`src/hw/rtl/egd_pkg.sv`:
```
// Shared types and constants for the elevator group dispatcher.
// No dependencies.
`timescale 1ns / 1ps
`default_nettype none
package egd_pkg;
   localparam int MAX_CARS   = 8;
   localparam int NUM_FLOORS = 64;
   localparam int CAR_W      = $clog2(MAX_CARS);
   localparam int FLOOR_W    = 6;

   typedef enum logic [1:0] {DIR_UP = 2'd0, DIR_DOWN = 2'd1, DIR_IDLE = 2'd2} dir_type;
   typedef enum logic [1:0] {OP_HALL = 2'd0, OP_CAR = 2'd1, OP_TICK = 2'd2,
                             OP_SHUT = 2'd3} op_type;
   typedef enum logic [1:0] {RK_HALL = 2'd0, RK_CAR = 2'd1, RK_STATUS = 2'd2,
                             RK_SHUT = 2'd3} kind_type;
   typedef enum logic [1:0] {ST_IDLE, ST_SCAN, ST_FILE, ST_OUT} state_type;

   typedef struct packed {
      logic [1:0] opcode;
      logic [5:0] target_floor;
      logic       hall_direction;
      logic [2:0] car_index;
   } req_type;

   typedef struct packed {
      logic [1:0] result_kind;
      logic [2:0] car_number;
      logic       found_ok;
      logic [5:0] car_floor;
      logic [1:0] car_direction;
      logic       stopped_here;
      logic       last_result;
   } rsp_type;

   typedef struct packed {
      logic [FLOOR_W-1:0] flr;
      logic [1:0]         motion;
      logic [NUM_FLOORS-1:0] up;
      logic [NUM_FLOORS-1:0] down;
   } car_type;
endpackage
`default_nettype wire

```
`src/hw/rtl/elevator_group_dispatcher_core.sv`:
```
// Top level of the elevator group dispatcher: sequencer, car state, output word.
// Depends on egd_pkg and egd_car_unit.
`timescale 1ns / 1ps
`default_nettype none
// One word in, then one car per cycle goes through a single shared car unit.
// A hall call scans the cars in use (n of them, 1 to 8), then files and
// offers its answer; a car call files in the cycle after it is taken; a tick
// steps one car per cycle, each emitting one status word that must be taken
// before the next car is stepped; a shutdown answers at once. A held answer
// also holds off the next word: the input is not ready while a word is in
// progress or while its answer waits to be taken.
module elevator_group_dispatcher_core (
   input  logic             clock,
   input  logic             reset,
   input  logic             req_valid,
   output logic             req_ready,
   input  egd_pkg::req_type req_data,
   output logic             rsp_valid,
   input  logic             rsp_ready,
   output egd_pkg::rsp_type rsp_data,
   input  logic             csr_valid,
   output logic             csr_ready,
   input  logic [3:0]       csr_data
);
   import egd_pkg::*;
   state_type state_ff, state_in;
   car_type   cars_ff [MAX_CARS];
   logic [3:0] cfg_ff;
   logic running_ff, running_in;
   req_type req_ff;
   rsp_type rsp_ff, rsp_in;
   logic rv_ff, rv_in;
   logic [CAR_W-1:0] idx_ff, idx_in, best_ff, best_in;
   logic found_ff, found_in;
   logic [FLOOR_W-1:0] bestd_ff, bestd_in;
   logic [3:0] n;
   car_type cur, filed, stepped;
   logic stopped, we;
   logic [CAR_W-1:0] sel;
   logic [FLOOR_W-1:0] d;
   logic suit;

   assign n = (cfg_ff == 4'd0) ? 4'd1 : (cfg_ff > 4'(MAX_CARS)) ? 4'(MAX_CARS) : cfg_ff;
   assign csr_ready = 1'b1;
   assign req_ready = (state_ff == ST_IDLE) && !rv_ff;
   assign rsp_valid = rv_ff;
   assign rsp_data  = rsp_ff;

   always_comb begin
      sel = idx_ff;
      if (state_ff == ST_FILE && req_ff.opcode == OP_HALL) sel = best_ff;
      if (state_ff == ST_FILE && req_ff.opcode == OP_CAR) sel = req_ff.car_index;
   end
   assign cur = cars_ff[sel];

   egd_car_unit u_car (
      .car_i(cur), .floor_i(req_ff.target_floor),
      .internal_i(req_ff.opcode == OP_CAR), .hdir_i(req_ff.hall_direction),
      .filed_o(filed), .stepped_o(stepped), .stopped_o(stopped));

   assign d = (cur.flr > req_ff.target_floor) ? cur.flr - req_ff.target_floor
                                                : req_ff.target_floor - cur.flr;
   assign suit = !(cur.motion == DIR_UP || cur.motion == DIR_DOWN) ||
                 (cur.motion == {1'b0, req_ff.hall_direction} &&
                  ((!req_ff.hall_direction && cur.flr <= req_ff.target_floor) ||
                   (req_ff.hall_direction && cur.flr >= req_ff.target_floor)));

   always_comb begin
      state_in = state_ff; running_in = running_ff;
      rsp_in = rsp_ff; rv_in = rv_ff && !rsp_ready;
      idx_in = idx_ff; best_in = best_ff; found_in = found_ff; bestd_in = bestd_ff;
      we = 1'b0;
      unique case (state_ff)
         ST_IDLE: if (req_valid && req_ready) begin
            idx_in = '0; found_in = 1'b0;
            unique case (req_data.opcode)
               OP_HALL: state_in = ST_SCAN;
               OP_CAR:  state_in = ST_FILE;
               OP_TICK: state_in = ST_OUT;
               default: begin
                  running_in = 1'b0;
                  rsp_in = '{RK_SHUT, 3'd0, 1'b1, 6'd0, DIR_IDLE, 1'b0, 1'b1};
                  rv_in = 1'b1;
               end
            endcase
         end
         ST_SCAN: begin
            if (suit && (!found_ff || d < bestd_ff)) begin
               found_in = 1'b1; best_in = idx_ff; bestd_in = d;
            end
            idx_in = idx_ff + 1'b1;
            if ({1'b0, idx_ff} + 4'd1 == n) state_in = ST_FILE;
         end
         ST_FILE: begin
            state_in = ST_IDLE; rv_in = 1'b1;
            if (req_ff.opcode == OP_HALL) begin
               if (found_ff) begin
                  we = 1'b1;
                  rsp_in = '{RK_HALL, best_ff, 1'b1, filed.flr, filed.motion, 1'b0, 1'b1};
               end else rsp_in = '{RK_HALL, 3'd0, 1'b0, 6'd0, DIR_IDLE, 1'b0, 1'b1};
            end else begin
               if ({1'b0, req_ff.car_index} >= n)
                  rsp_in = '{RK_CAR, req_ff.car_index, 1'b0, 6'd0, DIR_IDLE, 1'b0, 1'b1};
               else begin
                  we = 1'b1;
                  rsp_in = '{RK_CAR, req_ff.car_index, 1'b1, filed.flr, filed.motion,
                             1'b0, 1'b1};
               end
            end
         end
         default: if (!rv_ff || rsp_ready) begin
            we = running_ff;
            rv_in = 1'b1;
            rsp_in = running_ff ?
               '{RK_STATUS, idx_ff, 1'b1, stepped.flr, stepped.motion, stopped, 1'b0} :
               '{RK_STATUS, idx_ff, 1'b1, cur.flr, cur.motion, 1'b0, 1'b0};
            idx_in = idx_ff + 1'b1;
            if ({1'b0, idx_ff} + 4'd1 == n) begin
               rsp_in.last_result = 1'b1; state_in = ST_IDLE;
            end
         end
      endcase
   end

   always_ff @(posedge clock) begin
      if (reset) begin
         state_ff <= ST_IDLE; rv_ff <= 1'b0; running_ff <= 1'b1; cfg_ff <= 4'd2;
         for (int i = 0; i < MAX_CARS; i++)
            cars_ff[i] <= '{6'd1, DIR_IDLE, '0, '0};
      end else begin
         state_ff <= state_in; rv_ff <= rv_in; running_ff <= running_in;
         if (csr_valid) cfg_ff <= csr_data;
         if (we) cars_ff[sel] <= (state_ff == ST_FILE) ? filed : stepped;
      end
   end

   always_ff @(posedge clock) begin
      if (req_valid && req_ready) req_ff <= req_data;
      rsp_ff <= rsp_in; idx_ff <= idx_in; best_ff <= best_in;
      found_ff <= found_in; bestd_ff <= bestd_in;
   end
endmodule
`default_nettype wire

```
`src/hw/rtl/egd_car_unit.sv`:
```
// Shared car unit: filing a call into one car and one tick step of one car.
// Depends on egd_pkg.
`timescale 1ns / 1ps
`default_nettype none
module egd_car_unit (
   input  egd_pkg::car_type car_i,
   input  logic [5:0]       floor_i,
   input  logic             internal_i,
   input  logic             hdir_i,
   output egd_pkg::car_type filed_o,
   output egd_pkg::car_type stepped_o,
   output logic             stopped_o
);
   import egd_pkg::*;
   logic [NUM_FLOORS-1:0] fbit, lo_mask, hi_mask, rem;
   logic [FLOOR_W-1:0]    nxt;

   assign fbit = {{(NUM_FLOORS-1){1'b0}}, 1'b1} << floor_i;

   always_comb begin
      filed_o = car_i;
      if (car_i.motion == DIR_UP || car_i.motion == DIR_DOWN) begin
         if (internal_i) begin
            if (floor_i > car_i.flr) filed_o.up = car_i.up | fbit;
            else filed_o.down = car_i.down | fbit;
         end else if (car_i.motion == DIR_UP) begin
            if (!hdir_i && floor_i >= car_i.flr) filed_o.up = car_i.up | fbit;
            else if (hdir_i) filed_o.down = car_i.down | fbit;
         end else begin
            if (hdir_i && floor_i <= car_i.flr) filed_o.down = car_i.down | fbit;
            else if (!hdir_i) filed_o.up = car_i.up | fbit;
         end
      end else begin
         if (floor_i > car_i.flr) filed_o.up = car_i.up | fbit;
         else if (floor_i < car_i.flr) filed_o.down = car_i.down | fbit;
      end
   end

   // lowest set bit of up, highest set bit of down
   assign lo_mask = car_i.up & (~car_i.up + 1'b1);
   always_comb begin
      hi_mask = '0;
      for (int i = 0; i < NUM_FLOORS; i++)
         if (car_i.down[i]) hi_mask = '0 | (NUM_FLOORS'(1) << i);
   end

   always_comb begin
      rem = car_i.up;
      nxt = '0;
      for (int i = 0; i < NUM_FLOORS; i++)
         if (lo_mask[i] || hi_mask[i]) nxt = FLOOR_W'(i);
      if (car_i.motion == DIR_DOWN) begin
         nxt = '0;
         for (int i = 0; i < NUM_FLOORS; i++)
            if (hi_mask[i]) nxt = FLOOR_W'(i);
      end else begin
         nxt = '0;
         for (int i = 0; i < NUM_FLOORS; i++)
            if (lo_mask[i]) nxt = FLOOR_W'(i);
      end
      stepped_o = car_i;
      stopped_o = 1'b0;
      unique case (car_i.motion)
         DIR_UP: begin
            if (car_i.up == '0) stepped_o.motion = DIR_IDLE;
            else begin
               if (nxt > car_i.flr) stepped_o.flr = car_i.flr + 1'b1;
               if (nxt <= stepped_o.flr) begin
                  rem = car_i.up & ~lo_mask;
                  stopped_o = 1'b1;
               end
               stepped_o.up = rem;
               if (rem == '0) stepped_o.motion = DIR_IDLE;
            end
         end
         DIR_DOWN: begin
            rem = car_i.down;
            if (car_i.down == '0) stepped_o.motion = DIR_IDLE;
            else begin
               if (nxt < car_i.flr) stepped_o.flr = car_i.flr - 1'b1;
               if (nxt >= stepped_o.flr) begin
                  rem = car_i.down & ~hi_mask;
                  stopped_o = 1'b1;
               end
               stepped_o.down = rem;
               if (rem == '0) stepped_o.motion = DIR_IDLE;
            end
         end
         default: begin
            if (car_i.up != '0) stepped_o.motion = DIR_UP;
            else if (car_i.down != '0) stepped_o.motion = DIR_DOWN;
            else stepped_o.motion = DIR_IDLE;
         end
      endcase
   end
endmodule
`default_nettype wire
```
`config.mk`:
```
export PLATFORM = sky130hd
export DESIGN_NAME = elevator_group_dispatcher_core
export DESIGN_NICKNAME = d
export VERILOG_FILES = /design/src/hw/rtl/egd_pkg.sv /design/src/hw/rtl/elevator_group_dispatcher_core.sv /design/src/hw/rtl/egd_car_unit.sv
export SDC_FILE = /design/constraint.sdc
export NUM_CORES = 2
export LEC_CHECK = 0
export ABC_AREA = 1
export BUFFER_PORTS_ARGS = -buffer_cell sky130_fd_sc_hd__buf_2
export CORE_MARGIN = 2
export CORE_UTILIZATION = 55
export DETAILED_ROUTE_END_ITERATION = 6
export PLACE_DENSITY = 0.71
export SKIP_CTS_REPAIR_TIMING = 1
export SLEW_MARGIN = 20
export SYNTH_ARGS = -nofsm -noshare
export SYNTH_HDL_FRONTEND = slang
export SYNTH_SLANG_ARGS = --single-unit
```
`constraint.sdc`:
```
create_clock -name clock -period 11.3 [get_ports clock]
set_input_delay 1.13 -clock clock [delete_from_list [all_inputs] [get_ports clock]]
set_output_delay 1.13 -clock clock [all_outputs]
set_load 0.005 [all_outputs]
```
==> parameters.txt <==
Parameter                              Value

Critical path
  Crit path capture type ... flop
  Crit-path slowest cell ... sky130_fd_sc_hd__a2111oi_0
  Category of the critical setup timing path ... reg2reg
  Maximum fanout along the worst path ... 20
  Most numerous cell on the critical path ... sky130_fd_sc_hd__inv_1
  Required time of the critical path ... approximately 12 ns
  Peak per-stage delay on the critical path ... approximately 0.4 ns
  Critical path data arrival time ... between 10 and 15 ns
  Startpoint type of the worst setup path ... flop

Synthesis
  Main combinational cell family by area after synthesis ... simple AND/OR/NAND/NOR gates
  Simple-gate share of the synthesized area ... between 20% and 30%
  Fraction of the mapped netlist area in compound gates ... between 8 and 9%
  Net count after synthesis ... ~7000
  Cell taking the most area after synthesis ... sky130_fd_sc_hd__edfxtp_1
  Cell count after synthesis ... a little under 7000
  Cell Area, Synth ... a little over 60000 sq um
  Yosys warning total ... 0
  Fraction of the mapped netlist area in adder cells ... between 1 and 1.5%
  Area share of xor/xnor cells in the synthesized design ... less than 1%
  Multiplexer area fraction after synthesis ... 0%
  Ys async rst share ... 0%
  Register bit count reported by yosys ... around 1100
  Avg Synthesized Cell Area ... 8.79 sq um
  Top_reg_cell synth ... sky130_fd_sc_hd__edfxtp_1
  Cell variety after synth ... 77
  Area fraction of the dominant cell type after synthesis ... 56.0%
  Top post-synthesis cells by area ... sky130_fd_sc_hd__edfxtp_1 56%, sky130_fd_sc_hd__nand2_1 12%, sky130_fd_sc_hd__nor2_1 6.7%
  EDFF count, synth ... 1129
  Seq/Total Area, Yosys ... approximately 56%

Layout
  Reg area ... about 34000 sq um
  Area growth syn-to-layout ... 10.1%
  Post-route cell area ... approximately 67000 sq um
  Layout Utilization ... 61.1%
  Multi-input gate area in the final layout ... approximately 22000 sq um
  Antenna cell count ... 0
  Proportion of layout cells with a drive suffix above 1 ... between 8 and 9%
  Number of filler cells placed in the layout ... around 9400
  Number of nets in the layout ... ~7000

Placed design
  Area after DPL ... roughly 63000 sq um
  PortBufs ... 38
  DPL Wire Length ... 139 mm
  Weighted congestion reported at the end of routability-driven placement ... 1.03

Timing
  Worst slew margin ... 19.4%
  Fin. max-slew vios ... 0
  Final hold violations ... 0
  Setup violations, final ... 0
  Worst Tran Pin Value ... roughly 1.2 ns
  Crit share post-route ... a little over nine tenths
  Clk_skew ... 0.0310 ns
  Fmax ... a little over 90 MHz
  Min Clock Period, post-route ... 10.75 ns

Floorplanning
  Number of cell rows ... ~120
  Starting density of the core ... about 55%
  Die ar. ... approximately 110000 sq um
  Top-level I/O count ... 40
  Area of the placeable core ... 109000 sq um
  Height of the chip ... 336 microns
  Die Wd ... 336 microns

Route
  Total routed wirelength ... 220 mm
  Drt drc ... 1
  Post-route antenna net violation count ... 0
  Length of the first detailed-routing pass in iterations ... 7
  Mean number of vias per cell ... 6.12
  Number of design-rule violations left by the first detailed-router iteration ... roughly 7000
  Wire length per cell after detailed routing ... ~26 microns
  Routed via count ... 51400

Clock network
  Clock tree root buffer cell ... sky130_fd_sc_hd__clkbuf_16
  Clock Latency Late Sink ... 0.75 ns
  Number of sinks on the clock net ... between 1000 and 1500
  Buffers from clock root to sink, at most ... 3
  CTS tree ... yes
  Number of buffers created by CTS ... around 120
  Clock transition at path regs ... approximately 0.060 ns
  H-Tree Depth ... 3

Global routing
  Maximum number of pins on one net before global-route repair ... approximately 140
  Number of antenna violations at the first check in global routing ... 8
  Gr usage total ... roughly two fifths
  Number of global-route vias before repair ... between 40000 and 50000
  Wire length of the first global-routing pass ... ~320 mm
  Total global routing overflow ... 0

Job
  Number of violations of the max-capacitance limit ... 0

Run status
  Violations in the final reports ... design-rule violations
  Outcome ... finished with violations

Worst hold path
  Worst min path class ... reg2reg
[path summary, 6_finish.rpt]
check,depth (start not counted),slack (ns),endpoint,startpoint
max,62,0.55,cars_ff[7][128],state_ff[0]
min,2,0.50,cfg_ff[1],cfg_ff[1]
max reg2reg,62,0.55,cars_ff[7][128],state_ff[0]
min reg2reg,2,0.50,cfg_ff[1],cfg_ff[1]
[area by class of cell]
type	instances	area share, %
flip-flops and latches	1137	51.1
multi-input cells	4501	32.6
inverters	874	4.98
clock buffers	157	4.79
repair buffers	250	3.19
well taps	1414	2.66
clock inverters	57	0.706
[cell usage after synthesis (all sizes together) (4+ instances only)]
| cell | count |
|---|---|
| o311ai | 4 |
| edfxtp | 1129 |
| inv | 871 |
| a31oi | 28 |
| o2111ai | 6 |
| ha | 50 |
| nand4 | 140 |
| o32ai | 31 |
| nor2 | 1128 |
| o221ai | 12 |
| buf | 168 |
| a22o | 79 |
| o211ai | 35 |
| o31ai | 18 |
| and3 | 6 |
| a2111oi | 4 |
| nand2 | 1905 |
| nor4 | 62 |
| dfxtp | 8 |
| and2 | 6 |
| o21a | 6 |
| nand3b | 39 |
| a211oi | 11 |
| or2 | 13 |
| nand3 | 306 |
| nor3 | 65 |
| xor2 | 11 |
| o22ai | 17 |
| a21oi | 145 |
| nor3b | 4 |
| clkbuf | 202 |
| a221oi | 57 |
| xnor2 | 4 |
| o21ai | 216 |
| a22oi | 65 |
[worst max-delay path: cells and delay by family, from the launching register on]
| family | cells | cell delay, ns |
|---|---|---|
| buffers and inverters | 16 | 2.36 |
| AOI/OAI and AO/OA | 11 | 1.68 |
| xor gates and xnor gates | 1 | 0.20 |
| and+or+nand+nor | 31 | 5.02 |
| adders and majority gates | 3 | 0.82 |
| DFF | 1 | 0.34 |
[layer usage]
layer	vias to the layer above	GRT usage [%]	wire length (microns)
met5	-	0	123
met4	17	19.8	13300
met3	746	7.72	25500
met2	3378	60.0	98100
met1	24300	51.4	83100
li1	22900	-	-
[state kept, by name, summed over array words and instances, names as in the netlist]
| register | count |
|---|---|
| req_ff | 12 |
| state_ff | 2 |
| best_ff | 3 |
| cfg_ff | 4 |
| found_ff | 1 |
| idx_ff | 3 |
| cars_ff | 1088 |
| running_ff | 1 |
| rsp_valid | 1 |
| bestd_ff | 6 |
| rsp_data | 16 |
[per-stage QoR]
| step | setup WS, ns | instances | hold slack (ns) | TNS, ns |
|---|---|---|---|---|
| 5_1_grt | -0.00420 | 8390 | 0.523 | -0.00420 |
| 6_report | 0.550 | 8390 | 0.498 | 0 |
| 3_5_place_dp | 0.489 | 8162 | 0.483 | 0 |
| 3_3_place_gp | 0.590 | 8162 | 0.478 | 0 |
| 4_1_cts | 0.472 | 8376 | 0.502 | 0 |
| 2_1_floorplan | 2.54 | 6882 | 0.452 | 0 |
[kinds of logic (layout without fill, tap and decap cells)]
kind of cell | count (synthesis) | in the layout
AO/OA/AOI/OAI | 753 | 753
AND/OR/NAND/NOR | 3680 | 3680
XOR/XNOR | 15 | 15
adder cells (fa/ha/maj) | 52 | 52
flip-flops | 1137 | 1137
other | 1 | 1
buffers and inverters | 1244 | 1338
[cell usage in the layout (no fill, tap or decap), types with 11 or more instances in the layout]
cell type and n:
sky130_fd_sc_hd__a211oi_1 11, sky130_fd_sc_hd__a21oi_1 144, sky130_fd_sc_hd__a221oi_1 56, sky130_fd_sc_hd__a22o_1 79, sky130_fd_sc_hd__a22oi_1 64, sky130_fd_sc_hd__a31oi_1 27, sky130_fd_sc_hd__buf_12 21, sky130_fd_sc_hd__buf_2 38
sky130_fd_sc_hd__buf_4 183, sky130_fd_sc_hd__clkbuf_1 32, sky130_fd_sc_hd__clkbuf_16 122, sky130_fd_sc_hd__clkinv_1 25, sky130_fd_sc_hd__clkinv_2 17, sky130_fd_sc_hd__edfxtp_1 1129, sky130_fd_sc_hd__ha_1 48, sky130_fd_sc_hd__inv_1 833
sky130_fd_sc_hd__inv_2 29, sky130_fd_sc_hd__nand2_1 1877, sky130_fd_sc_hd__nand2_2 15, sky130_fd_sc_hd__nand2_4 11, sky130_fd_sc_hd__nand3_1 303, sky130_fd_sc_hd__nand3b_1 39, sky130_fd_sc_hd__nand4_1 140, sky130_fd_sc_hd__nor2_1 1063
sky130_fd_sc_hd__nor2_2 35, sky130_fd_sc_hd__nor2_4 30, sky130_fd_sc_hd__nor3_1 58, sky130_fd_sc_hd__nor4_1 55, sky130_fd_sc_hd__o211ai_1 34, sky130_fd_sc_hd__o21ai_0 169, sky130_fd_sc_hd__o21ai_1 39, sky130_fd_sc_hd__o221ai_1 12
sky130_fd_sc_hd__o22ai_1 17, sky130_fd_sc_hd__o31ai_1 18, sky130_fd_sc_hd__o32ai_2 25, sky130_fd_sc_hd__xor2_1 11
Power is left out: the tool's default activity adds up to more than one toggle a clock period on the data nets, which glitch-free logic cannot reach.
